--- config.mk ---
export PLATFORM = sky130hd
export DESIGN_NAME = key_velocity_curve_flat
export DESIGN_NICKNAME = d
export VERILOG_FILES = /design/src/hdl/kvc_pkg.sv /design/src/hdl/kvc_if.sv /design/src/hdl/kvc_cfg_regs.sv /design/src/hdl/kvc_front.sv /design/src/hdl/kvc_queue.sv /design/src/hdl/kvc_back.sv /design/src/hdl/key_velocity_curve.sv /design/src/flat_wrapper.sv
export SDC_FILE = /design/constraint.sdc
export NUM_CORES = 2
export LEC_CHECK = 0
export BUFFER_PORTS_ARGS = -buffer_cell sky130_fd_sc_hd__buf_2
export CELL_PAD_IN_SITES_DETAIL_PLACEMENT = 1
export CELL_PAD_IN_SITES_GLOBAL_PLACEMENT = 1
export CORE_MARGIN = 3
export CORE_UTILIZATION = 53
export DETAILED_ROUTE_END_ITERATION = 8
export GPL_ROUTABILITY_DRIVEN = 0
export PLACE_DENSITY = 0.82
export SYNTH_ARGS = -nofsm -noshare
export SYNTH_HDL_FRONTEND = slang
export SYNTH_SLANG_ARGS = --single-unit
--- constraint.sdc ---
create_clock -name clk -period 31.5 [get_ports clk]
set_input_delay 4.725 -clock clk [delete_from_list [all_inputs] [get_ports clk]]
set_output_delay 4.725 -clock clk [all_outputs]
set_load 0.01 [all_outputs]
--- src/hdl/kvc_pkg.sv ---
package kvc_pkg;

    // field widths
    localparam int NOTE_W  = 7;
    localparam int TICK_W  = 16;
    localparam int VEL_W   = 8;
    localparam int SCALE_W = 32;
    localparam int OFFS_W  = 24;
    localparam int BIAS_W  = 24;
    localparam int FRAC_W  = 8;

    // apb port
    localparam int DATA_W  = 32;
    localparam int PADDR_W = 5;
    localparam int IDX_W   = PADDR_W - 2;

    // datapath widths
    localparam int D_W     = TICK_W + FRAC_W + 2;        // signed press divisor t*256+offset
    localparam int E_W     = D_W - 1;                    // positive divisor
    localparam int NUMB_W  = SCALE_W + FRAC_W;           // numerator base
    localparam int PROD_W  = BIAS_W + E_W + 1;           // bias times divisor
    localparam int NUM_W   = PROD_W + 1;                 // full numerator
    localparam int REM_W   = E_W + FRAC_W + VEL_W;       // remainder below 65536*den
    localparam int DIV_STEPS = VEL_W;

    // queue depth default
    localparam int QUEUE_DEPTH = 4;

    // key color
    localparam logic [11:0] BLACK_MASK = 12'hA52;
    localparam int NOTE_BASE = 21;
    localparam int OCTAVE    = 12;

    localparam logic [VEL_W-1:0] MAX_VEL_RESET = VEL_W'(127);

    typedef enum logic {
        KIND_PRESS   = 1'b0,
        KIND_RELEASE = 1'b1
    } kind_t;

    typedef enum logic [IDX_W-1:0] {
        REG_WHITE_SCALE       = 3'd0,
        REG_WHITE_OFFSET_TIME = 3'd1,
        REG_WHITE_BIAS        = 3'd2,
        REG_BLACK_SCALE       = 3'd3,
        REG_BLACK_OFFSET_TIME = 3'd4,
        REG_BLACK_BIAS        = 3'd5,
        REG_MAX_VELOCITY      = 3'd6
    } reg_idx_t;

    typedef struct packed {
        logic signed [SCALE_W-1:0] white_scale;
        logic signed [OFFS_W-1:0]  white_offset_time;
        logic signed [BIAS_W-1:0]  white_bias;
        logic signed [SCALE_W-1:0] black_scale;
        logic signed [OFFS_W-1:0]  black_offset_time;
        logic signed [BIAS_W-1:0]  black_bias;
        logic [VEL_W-1:0]          max_velocity;
    } kvc_cfg_t;

    // register values after reset
    localparam kvc_cfg_t CFG_RESET = '{max_velocity: MAX_VEL_RESET, default: '0};

    // classified job handed from front to back
    typedef struct packed {
        logic                     black_key;
        logic                     force_max;
        logic signed [NUMB_W-1:0] num_base;
        logic signed [BIAS_W-1:0] coef;
        logic [E_W-1:0]           divisor;
    } kvc_job_t;

    // black key flag for every note number, built at elaboration
    function automatic logic [(1 << NOTE_W)-1:0] black_note_map();
        logic [(1 << NOTE_W)-1:0] map;
        map = '0;
        for (int n = 0; n < (1 << NOTE_W); n++)
        begin
            map[n] = BLACK_MASK[(n + OCTAVE - (NOTE_BASE % OCTAVE)) % OCTAVE];
        end
        return map;
    endfunction

    localparam logic [(1 << NOTE_W)-1:0] BLACK_NOTES = black_note_map();

endpackage

--- src/hdl/kvc_if.sv ---
// key event channel
interface kvc_in_if;
    import kvc_pkg::*;

    logic              valid;
    logic              ready;
    logic              kind;
    logic [NOTE_W-1:0] note_number;
    logic [TICK_W-1:0] tick_count;

    modport source (output valid, kind, note_number, tick_count, input ready);
    modport sink (input valid, kind, note_number, tick_count, output ready);
    modport monitor (input valid, ready, kind, note_number, tick_count);
endinterface

// velocity result channel
interface kvc_out_if;
    import kvc_pkg::*;

    logic             valid;
    logic             ready;
    logic [VEL_W-1:0] velocity;
    logic             black_key;

    modport source (output valid, velocity, black_key, input ready);
    modport sink (input valid, velocity, black_key, output ready);
    modport monitor (input valid, ready, velocity, black_key);
endinterface

--- src/hdl/kvc_cfg_regs.sv ---
module kvc_cfg_regs (
    input  logic                           clk,
    input  logic                           rst_n,
    input  logic                           psel,
    input  logic                           penable,
    input  logic                           pwrite,
    input  logic [kvc_pkg::PADDR_W-1:0]    paddr,
    input  logic [kvc_pkg::DATA_W-1:0]     pwdata,
    output logic [kvc_pkg::DATA_W-1:0]     prdata,
    output logic                           pready,
    output kvc_pkg::kvc_cfg_t              cfg
);
    import kvc_pkg::*;

    kvc_cfg_t cfg_reg;
    kvc_cfg_t cfg_next;
    reg_idx_t idx;
    logic     wr_en;

    assign pready = 1'b1;
    assign idx    = reg_idx_t'(paddr[PADDR_W-1:2]);
    assign wr_en  = psel && penable && pwrite;
    assign cfg    = cfg_reg;

    // register write decode
    always_comb
    begin
        cfg_next = cfg_reg;
        if (wr_en)
        begin
            case (idx)
                REG_WHITE_SCALE:       cfg_next.white_scale       = pwdata[SCALE_W-1:0];
                REG_WHITE_OFFSET_TIME: cfg_next.white_offset_time = pwdata[OFFS_W-1:0];
                REG_WHITE_BIAS:        cfg_next.white_bias        = pwdata[BIAS_W-1:0];
                REG_BLACK_SCALE:       cfg_next.black_scale       = pwdata[SCALE_W-1:0];
                REG_BLACK_OFFSET_TIME: cfg_next.black_offset_time = pwdata[OFFS_W-1:0];
                REG_BLACK_BIAS:        cfg_next.black_bias        = pwdata[BIAS_W-1:0];
                REG_MAX_VELOCITY:      cfg_next.max_velocity      = pwdata[VEL_W-1:0];
                default:               cfg_next = cfg_reg;
            endcase
        end
    end

    always_ff @(posedge clk or negedge rst_n)
    begin
        if (!rst_n)
        begin
            cfg_reg <= CFG_RESET;
        end
        else
        begin
            cfg_reg <= cfg_next;
        end
    end

    // register read mux
    always_comb
    begin
        case (idx)
            REG_WHITE_SCALE:       prdata = DATA_W'($unsigned(cfg_reg.white_scale));
            REG_WHITE_OFFSET_TIME: prdata = DATA_W'($unsigned(cfg_reg.white_offset_time));
            REG_WHITE_BIAS:        prdata = DATA_W'($unsigned(cfg_reg.white_bias));
            REG_BLACK_SCALE:       prdata = DATA_W'($unsigned(cfg_reg.black_scale));
            REG_BLACK_OFFSET_TIME: prdata = DATA_W'($unsigned(cfg_reg.black_offset_time));
            REG_BLACK_BIAS:        prdata = DATA_W'($unsigned(cfg_reg.black_bias));
            REG_MAX_VELOCITY:      prdata = DATA_W'(cfg_reg.max_velocity);
            default:               prdata = '0;
        endcase
    end

endmodule

--- src/hdl/kvc_front.sv ---
module kvc_front (
    input  logic              clk,
    input  logic              rst_n,
    input  kvc_pkg::kvc_cfg_t cfg,
    kvc_in_if.sink            key_in,
    output kvc_pkg::kvc_job_t job,
    output logic              job_valid,
    input  logic              job_ready
);
    import kvc_pkg::*;

    kvc_job_t                 job_reg;
    kvc_job_t                 job_next;
    logic                     valid_reg;
    logic                     valid_next;
    logic                     load;
    logic                     black;
    logic signed [SCALE_W-1:0] scale;
    logic signed [OFFS_W-1:0] offs;
    logic signed [BIAS_W-1:0] bias;
    logic signed [D_W-1:0]    d;

    assign key_in.ready = !valid_reg || job_ready;
    assign load         = key_in.valid && key_in.ready;
    assign job          = job_reg;
    assign job_valid    = valid_reg;

    // key color and coefficient set
    assign black = BLACK_NOTES[key_in.note_number];
    assign scale = black ? cfg.black_scale : cfg.white_scale;
    assign offs  = black ? cfg.black_offset_time : cfg.white_offset_time;
    assign bias  = black ? cfg.black_bias : cfg.white_bias;

    // press divisor t*256 + offset
    assign d = $signed({2'b00, key_in.tick_count, {FRAC_W{1'b0}}}) + D_W'(offs);

    // classify the transaction into numerator and divisor terms
    always_comb
    begin
        job_next.black_key = black;
        if (key_in.kind == KIND_RELEASE)
        begin
            job_next.force_max = (key_in.tick_count == '0);
            job_next.num_base  = NUMB_W'(scale);
            job_next.coef      = '0;
            job_next.divisor   = E_W'(key_in.tick_count);
        end
        else
        begin
            job_next.force_max = d[D_W-1] || (d == '0);
            job_next.num_base  = {scale, {FRAC_W{1'b0}}};
            job_next.coef      = bias;
            job_next.divisor   = d[E_W-1:0];
        end
    end

    // valid flag of the front stage
    always_comb
    begin
        if (load)
        begin
            valid_next = 1'b1;
        end
        else if (job_ready)
        begin
            valid_next = 1'b0;
        end
        else
        begin
            valid_next = valid_reg;
        end
    end

    always_ff @(posedge clk or negedge rst_n)
    begin
        if (!rst_n)
        begin
            valid_reg <= 1'b0;
        end
        else
        begin
            valid_reg <= valid_next;
        end
    end

    always_ff @(posedge clk)
    begin
        if (load)
        begin
            job_reg <= job_next;
        end
    end

endmodule

--- src/hdl/kvc_queue.sv ---
module kvc_queue #(
    parameter int DEPTH = kvc_pkg::QUEUE_DEPTH
) (
    input  logic              clk,
    input  logic              rst_n,
    input  kvc_pkg::kvc_job_t in_data,
    input  logic              in_valid,
    output logic              in_ready,
    output kvc_pkg::kvc_job_t out_data,
    output logic              out_valid,
    input  logic              out_ready
);
    import kvc_pkg::*;

    localparam int PTR_W = $clog2(DEPTH);
    localparam int CNT_W = $clog2(DEPTH + 1);
    localparam logic [PTR_W-1:0] LAST_PTR   = PTR_W'(DEPTH - 1);
    localparam logic [CNT_W-1:0] FULL_COUNT = CNT_W'(DEPTH);

    kvc_job_t         mem_reg [DEPTH];
    logic [PTR_W-1:0] wr_ptr_reg;
    logic [PTR_W-1:0] wr_ptr_next;
    logic [PTR_W-1:0] rd_ptr_reg;
    logic [PTR_W-1:0] rd_ptr_next;
    logic [CNT_W-1:0] count_reg;
    logic [CNT_W-1:0] count_next;
    logic             push;
    logic             pop;

    assign in_ready  = (count_reg != FULL_COUNT);
    assign out_valid = (count_reg != '0);
    assign out_data  = mem_reg[rd_ptr_reg];
    assign push      = in_valid && in_ready;
    assign pop       = out_valid && out_ready;

    // pointer and fill count update
    always_comb
    begin
        wr_ptr_next = wr_ptr_reg;
        rd_ptr_next = rd_ptr_reg;
        count_next  = count_reg;
        if (push)
        begin
            wr_ptr_next = (wr_ptr_reg == LAST_PTR) ? '0 : wr_ptr_reg + 1'b1;
        end
        if (pop)
        begin
            rd_ptr_next = (rd_ptr_reg == LAST_PTR) ? '0 : rd_ptr_reg + 1'b1;
        end
        if (push && !pop)
        begin
            count_next = count_reg + 1'b1;
        end
        else if (pop && !push)
        begin
            count_next = count_reg - 1'b1;
        end
    end

    always_ff @(posedge clk or negedge rst_n)
    begin
        if (!rst_n)
        begin
            wr_ptr_reg <= '0;
            rd_ptr_reg <= '0;
            count_reg  <= '0;
        end
        else
        begin
            wr_ptr_reg <= wr_ptr_next;
            rd_ptr_reg <= rd_ptr_next;
            count_reg  <= count_next;
        end
    end

    // entry storage
    always_ff @(posedge clk)
    begin
        if (push)
        begin
            mem_reg[wr_ptr_reg] <= in_data;
        end
    end

endmodule

--- src/hdl/kvc_back.sv ---
module kvc_back (
    input  logic                          clk,
    input  logic                          rst_n,
    input  kvc_pkg::kvc_job_t             job,
    input  logic                          job_valid,
    output logic                          job_ready,
    input  logic [kvc_pkg::VEL_W-1:0]     max_velocity,
    kvc_out_if.source                     vel_out
);
    import kvc_pkg::*;

    // multiply, add, range check, one stage per quotient bit, clamp
    localparam int NSTAGE = 3 + DIV_STEPS + 1;
    localparam int OVER_SH = FRAC_W + VEL_W;

    typedef struct packed {
        logic             black_key;
        logic             force_max;
        logic             force_zero;
        logic [E_W-1:0]   divisor;
        logic [REM_W-1:0] rem;
        logic [VEL_W-1:0] quo;
    } div_t;

    logic [NSTAGE-1:0]        valid_reg;
    logic [NSTAGE-1:0]        valid_next;
    logic                     adv;

    logic                     s1_black_reg;
    logic                     s1_max_reg;
    logic signed [NUMB_W-1:0] s1_base_reg;
    logic signed [PROD_W-1:0] s1_prod_reg;
    logic [E_W-1:0]           s1_div_reg;
    logic signed [PROD_W-1:0] prod;

    logic                     s2_black_reg;
    logic                     s2_max_reg;
    logic signed [NUM_W-1:0]  s2_num_reg;
    logic [E_W-1:0]           s2_div_reg;
    logic signed [NUM_W-1:0]  num;

    logic                     over;
    div_t                     div_reg [DIV_STEPS+1];
    div_t                     div_next [DIV_STEPS+1];

    logic [VEL_W-1:0]         vel_reg;
    logic [VEL_W-1:0]         vel_next;
    logic                     black_reg;

    assign adv       = !valid_reg[NSTAGE-1] || vel_out.ready;
    assign job_ready = adv;

    // stage valid shift
    assign valid_next = {valid_reg[NSTAGE-2:0], job_valid};

    always_ff @(posedge clk or negedge rst_n)
    begin
        if (!rst_n)
        begin
            valid_reg <= '0;
        end
        else if (adv)
        begin
            valid_reg <= valid_next;
        end
    end

    // bias times divisor
    assign prod = job.coef * $signed({1'b0, job.divisor});

    always_ff @(posedge clk)
    begin
        if (adv)
        begin
            s1_black_reg <= job.black_key;
            s1_max_reg   <= job.force_max;
            s1_base_reg  <= job.num_base;
            s1_prod_reg  <= prod;
            s1_div_reg   <= job.divisor;
        end
    end

    // full numerator
    assign num = NUM_W'(s1_base_reg) + NUM_W'(s1_prod_reg);

    always_ff @(posedge clk)
    begin
        if (adv)
        begin
            s2_black_reg <= s1_black_reg;
            s2_max_reg   <= s1_max_reg;
            s2_num_reg   <= num;
            s2_div_reg   <= s1_div_reg;
        end
    end

    // quotient of 256 or more saturates, a negative numerator gives zero
    assign over = s2_num_reg[NUM_W-2:0] >=
                  (NUM_W-1)'({s2_div_reg, {OVER_SH{1'b0}}});

    always_comb
    begin
        div_next[0].black_key  = s2_black_reg;
        div_next[0].force_max  = s2_max_reg || (!s2_num_reg[NUM_W-1] && over);
        div_next[0].force_zero = !s2_max_reg && s2_num_reg[NUM_W-1];
        div_next[0].divisor    = s2_div_reg;
        div_next[0].rem        = s2_num_reg[REM_W-1:0];
        div_next[0].quo        = '0;
    end

    // restoring division, one quotient bit per stage
    for (genvar k = 0; k < DIV_STEPS; k++)
    begin : g_div
        localparam int SH = FRAC_W + DIV_STEPS - 1 - k;
        logic [REM_W-1:0] dshift;
        logic             ge;

        assign dshift = REM_W'(div_reg[k].divisor) << SH;
        assign ge     = div_reg[k].rem >= dshift;

        always_comb
        begin
            div_next[k+1]     = div_reg[k];
            div_next[k+1].rem = ge ? div_reg[k].rem - dshift : div_reg[k].rem;
            div_next[k+1].quo = {div_reg[k].quo[VEL_W-2:0], ge};
        end
    end

    for (genvar k = 0; k <= DIV_STEPS; k++)
    begin : g_div_reg
        always_ff @(posedge clk)
        begin
            if (adv)
            begin
                div_reg[k] <= div_next[k];
            end
        end
    end

    // clamp into 0..max_velocity
    always_comb
    begin
        if (div_reg[DIV_STEPS].force_max)
        begin
            vel_next = max_velocity;
        end
        else if (div_reg[DIV_STEPS].force_zero)
        begin
            vel_next = '0;
        end
        else if (div_reg[DIV_STEPS].quo > max_velocity)
        begin
            vel_next = max_velocity;
        end
        else
        begin
            vel_next = div_reg[DIV_STEPS].quo;
        end
    end

    always_ff @(posedge clk)
    begin
        if (adv)
        begin
            vel_reg   <= vel_next;
            black_reg <= div_reg[DIV_STEPS].black_key;
        end
    end

    assign vel_out.valid     = valid_reg[NSTAGE-1];
    assign vel_out.velocity  = vel_reg;
    assign vel_out.black_key = black_reg;

endmodule

--- src/hdl/key_velocity_curve.sv ---
// channel     | dir | handshake     | payload
// ------------+-----+---------------+----------------------------------------
// key_in      | in  | valid / ready | kind, note_number, tick_count
// vel_out     | out | valid / ready | velocity, black_key
// apb config  | in  | psel/penable  | paddr, pwdata, prdata (pready tied high)
//
// one transaction per cycle sustained while vel_out is ready; the path from key_in
// acceptance to vel_out valid is the front register, the queue and 12 back stages
// the back pipeline steps once per quotient bit through a restoring divider
// rst_n is asynchronous; max_velocity resets to 127, other registers to zero
// a vel_out stall freezes the back pipeline; the queue and the front
// register keep taking transactions until they fill
module key_velocity_curve #(
    parameter int QUEUE_DEPTH = kvc_pkg::QUEUE_DEPTH
) (
    input  logic                           clk,
    input  logic                           rst_n,
    input  logic                           psel,
    input  logic                           penable,
    input  logic                           pwrite,
    input  logic [kvc_pkg::PADDR_W-1:0]    paddr,
    input  logic [kvc_pkg::DATA_W-1:0]     pwdata,
    output logic [kvc_pkg::DATA_W-1:0]     prdata,
    output logic                           pready,
    kvc_in_if.sink                         key_in,
    kvc_out_if.source                      vel_out
);
    import kvc_pkg::*;

    kvc_cfg_t cfg;
    kvc_job_t front_job;
    logic     front_valid;
    logic     front_ready;
    kvc_job_t back_job;
    logic     back_valid;
    logic     back_ready;

    // configuration registers
    kvc_cfg_regs u_cfg_regs (
        .clk     (clk),
        .rst_n   (rst_n),
        .psel    (psel),
        .penable (penable),
        .pwrite  (pwrite),
        .paddr   (paddr),
        .pwdata  (pwdata),
        .prdata  (prdata),
        .pready  (pready),
        .cfg     (cfg)
    );

    // classify key events
    kvc_front u_front (
        .clk       (clk),
        .rst_n     (rst_n),
        .cfg       (cfg),
        .key_in    (key_in),
        .job       (front_job),
        .job_valid (front_valid),
        .job_ready (front_ready)
    );

    // decoupling queue
    kvc_queue #(
        .DEPTH (QUEUE_DEPTH)
    ) u_queue (
        .clk       (clk),
        .rst_n     (rst_n),
        .in_data   (front_job),
        .in_valid  (front_valid),
        .in_ready  (front_ready),
        .out_data  (back_job),
        .out_valid (back_valid),
        .out_ready (back_ready)
    );

    // divide and clamp
    kvc_back u_back (
        .clk          (clk),
        .rst_n        (rst_n),
        .job          (back_job),
        .job_valid    (back_valid),
        .job_ready    (back_ready),
        .max_velocity (cfg.max_velocity),
        .vel_out      (vel_out)
    );

endmodule

--- src/flat_wrapper.sv ---
// flat-port wrapper written by rule: the top's interface ports become plain ports
module key_velocity_curve_flat import kvc_pkg::*;
#(
    parameter int QUEUE_DEPTH = kvc_pkg::QUEUE_DEPTH
)
  (clk, rst_n, psel, penable, pwrite, paddr, pwdata, prdata, pready, key_in_valid, key_in_kind, key_in_note_number, key_in_tick_count, key_in_ready, vel_out_valid, vel_out_velocity, vel_out_black_key, vel_out_ready);
  kvc_in_if key_in_i ();
  kvc_out_if vel_out_i ();
  input  logic clk;
  input  logic rst_n;
  input  logic psel;
  input  logic penable;
  input  logic pwrite;
  input  logic [kvc_pkg::PADDR_W-1:0] paddr;
  input  logic [kvc_pkg::DATA_W-1:0] pwdata;
  output logic [kvc_pkg::DATA_W-1:0] prdata;
  output logic pready;
  input wire logic [$bits(key_in_i.valid)-1:0] key_in_valid;
  input wire logic [$bits(key_in_i.kind)-1:0] key_in_kind;
  input wire logic [$bits(key_in_i.note_number)-1:0] key_in_note_number;
  input wire logic [$bits(key_in_i.tick_count)-1:0] key_in_tick_count;
  output wire logic [$bits(key_in_i.ready)-1:0] key_in_ready;
  output wire logic [$bits(vel_out_i.valid)-1:0] vel_out_valid;
  output wire logic [$bits(vel_out_i.velocity)-1:0] vel_out_velocity;
  output wire logic [$bits(vel_out_i.black_key)-1:0] vel_out_black_key;
  input wire logic [$bits(vel_out_i.ready)-1:0] vel_out_ready;
  assign key_in_i.valid = key_in_valid;
  assign key_in_i.kind = key_in_kind;
  assign key_in_i.note_number = key_in_note_number;
  assign key_in_i.tick_count = key_in_tick_count;
  assign key_in_ready = key_in_i.ready;
  assign vel_out_valid = vel_out_i.valid;
  assign vel_out_velocity = vel_out_i.velocity;
  assign vel_out_black_key = vel_out_i.black_key;
  assign vel_out_i.ready = vel_out_ready;
  key_velocity_curve #(.QUEUE_DEPTH(QUEUE_DEPTH)) u_core (.clk(clk), .rst_n(rst_n), .psel(psel), .penable(penable), .pwrite(pwrite), .paddr(paddr), .pwdata(pwdata), .prdata(prdata), .pready(pready), .key_in(key_in_i), .vel_out(vel_out_i));
endmodule
==> flow_metrics.env <==
export IMPL_busiest_layer="met2"
export IMPL_tightest_slew_ns=1.28
export IMPL_cts_tree="built"
export IMPL_fin_skew_ns=0.0360
export IMPL_synth_yosys_warnings=0
export IMPL_num_rows=147
export IMPL_synth_avg_cell_area_sq_um=12.1
export IMPL_grt_usage=0.304
export IMPL_hp_class="flop to flop"
export IMPL_dieArea_sq_um=167000
export IMPL_syn_num_nets=8223
export IMPL_dp_hpwl_mm=181
export IMPL_wl_mm=253
export IMPL_grtUsageMet1=0.344
export IMPL_max_cap_violations=0
export IMPL_max_freq_mhz=81.3
export IMPL_status="finished, final reports clean"
export IMPL_layout_drive_gt1_share=0.112
export IMPL_postRouteAntennaNets=0
export IMPL_synth_seq_area_share=0.490
export IMPL_totalNegativeSetupSlack_ns=0
export IMPL_slowest_delay_ns=0.99
export IMPL_io_pins=112
export IMPL_grt_pass1_wl_mm=388
export IMPL_fp_dieH_um=409
export IMPL_grt_max_degree=210
export IMPL_ctsHtreeMaxLevel=4
export IMPL_synth_seq_cells=1438
export IMPL_cts_resized=0
export IMPL_syn_inst=7131
export IMPL_grtUsageMet2=0.540
export IMPL_synthTopCellsByArea="edfxtp_1 (44%), fa_1 (12%), ha_1 (7.4%)"
export IMPL_synthToLayoutAreaGrowth_pct=8.92
export IMPL_clock_root_buffer="clkbuf_16"
export IMPL_drt_pass1_iter_count=7
export IMPL_avgViaCountPerCell=6.06
export IMPL_netlist_area_sq_um=86200
export IMPL_insertion_delay_ns=0.79
export IMPL_final_max_slew_viol_count=0
export IMPL_synth_top_flop_cell="edfxtp_1"
export IMPL_grt_antenna_before_repair=16
export IMPL_cp_max_fo=20
export IMPL_cp_cell_sequence="buf_2 > nor2b_1 > and2_1 > a22oi_1 > nand3_1 > buf_2"
export IMPL_fin_crit_ns=12.30
export IMPL_vias=57600
export IMPL_ys_async_sr_fraction=0.131
export IMPL_clockBufferDepth=3
export IMPL_portBuffers=108
export IMPL_hold_buffers=0
export IMPL_synth_area_leader_cell="edfxtp_1"
export IMPL_rsz0062_at_grt="false"
export IMPL_fillers=16300
export IMPL_synth_edff_count=1250
export IMPL_cp_arrival_ns=7.58
export IMPL_start_util=0.535
export IMPL_grt_pass1_vias=64500
export IMPL_slew_headroom=0.137
export IMPL_largest_reg_flops=591
export IMPL_overflow=0
export IMPL_slowest_stage="and2_1"
export IMPL_cp_top_family="simple AND/OR/NAND/NOR gates"
export IMPL_nNetsFinal=8308
export IMPL_critPathKind="primary input to output pin"
export IMPL_cts_sinks=1438
export IMPL_wl_per_cell_um=26.7
export IMPL_finalHoldViolCount=0
export IMPL_setup_worst_path_end_class="output pin"
export IMPL_drc=0
export IMPL_path_buf_inv=2
export IMPL_yosysTopAreaCellShare=0.436
export IMPL_cts_reportedPaths_clkPinSlew_ns=0.06
export IMPL_fin_crit_sh=0.391
export IMPL_setup_viol=0
export IMPL_first_iter_violations=4490
export IMPL_ys_types=102
export IMPL_met3_usage=0.0547
export IMPL_cp_start_kind="primary input"
export IMPL_post_cts_buffers=0
export IMPL_die_width_um=409
export IMPL_core_area_sq_um=161000
export IMPL_cts_buffers=147
export IMPL_path_common_cell="buf_2"
export IMPL_cp_required_ns=26.78
metrics by stage:
step	hold slack (ns)	setup WS [ns]	std cells	util	cell area [sq um]
after CTS	0.422	19.27	9495	0.582	93800
final	0.420	19.20	9502	0.582	93900
after global routing	0.425	19.12	9499	0.582	93800
after floorplan	0.400	2.05	7131	-	86200
after detailed placement	0.406	19.42	9227	0.553	89100
after global placement	0.401	19.40	9227	0.553	89100
final cells by class:
type | instances | area (sq um) | area share
Inverter | 910 | 3420 | 0.0364
Clock buffer | 187 | 3920 | 0.0418
Antenna cell | 7 | 17.5 | 0.000187
Sequential cell | 1438 | 42300 | 0.450
Timing Repair Buffer | 185 | 1150 | 0.0123
Tap cell | 2160 | 2700 | 0.0288
Multi-Input combinational cell | 4534 | 39600 | 0.422
Clock inverter | 81 | 825 | 0.00879
final timing paths:
kind / from / end / slack, ns / cells past startpoint
max in group asynchronous: rst_n / u_core.u_cfg_regs.cfg[86] / 25.50 / 3
min in group asynchronous: rst_n / u_core.u_back.valid_reg[0] / 3.91 / 1
min reg2reg: u_core.u_back.div_reg[0][692] / u_core.u_back.vel_out.black_key / 0.42 / 0
min: u_core.u_back.div_reg[0][692] / u_core.u_back.vel_out.black_key / 0.42 / 0
max: paddr[2] / prdata[21] / 19.20 / 6
max reg2reg: u_core.u_queue.rd_ptr_reg[1] / u_core.u_back.s1_prod_reg[47] / 20.07 / 29
kinds of logic (layout without fill, tap and decap cells):
kind of cell	count (synthesis)	in the layout	share of synthesized area
xor gates and xnor gates	268	268	0.0272
and+or+nand+nor	1605	1605	0.0840
AOI/OAI and AO/OA	1167	1167	0.0865
DFF	1438	1438	0.490
adders and majority gates	1025	1025	0.194
buffers and inverters	1159	1363	0.0521
muxes	468	468	0.0661
other	1	8	0.0000435
cells in the mapped netlist, types with 21 or more instances:
cell type / n
mux2i_1: 127
buf_2: 29
o21a_1: 58
clkbuf_1: 182
and2_1: 48
edfxtp_1: 1250
nor3_1: 47
nor4_1: 53
a21o_1: 151
a21oi_1: 348
mux2_2: 284
ha_1: 510
o21bai_1: 24
o211ai_1: 21
a31oi_1: 29
o21ai_1: 32
nand2b_1: 50
a22oi_1: 65
mux4_2: 51
nand3_1: 73
a211oi_1: 36
inv_1: 905
dfrtp_1: 181
nand2_1: 560
nor2_1: 565
xor2_1: 94
o21ai_0: 236
nor2b_1: 42
nand4_1: 55
fa_1: 514
xnor2_1: 174
metal layers:
metal / vias up / part of all wire / wire length [um]
li1: 25100 / - / -
met1: 29500 / 0.36 / 91300
met2: 2167 / 0.51 / 130000
met3: 797 / 0.060 / 15200
met4: 10 / 0.064 / 16300
met5: - / 0.00099 / 252
layout by cell type, fill, tap and decap left out, drive strengths merged, types with 49 or more instances in the layout:
cell and n:
buf 185, inv 915, nor4 54, xor2 94, nor3 49, edfxtp 1250, a21oi 350, mux2 290
nand3 74, a22oi 65, mux2i 127, ha 510, nand4 55, o21a 58, mux4 51, dfrtp 181
nor2 567, fa 514, nand2b 50, nand2 560, xnor2 174, o21ai 271, clkbuf 187, a21o 151
clkinv 61
Power is not shown: default switching activity piles up to over one toggle a cycle in this logic, so the estimate is an artifact.
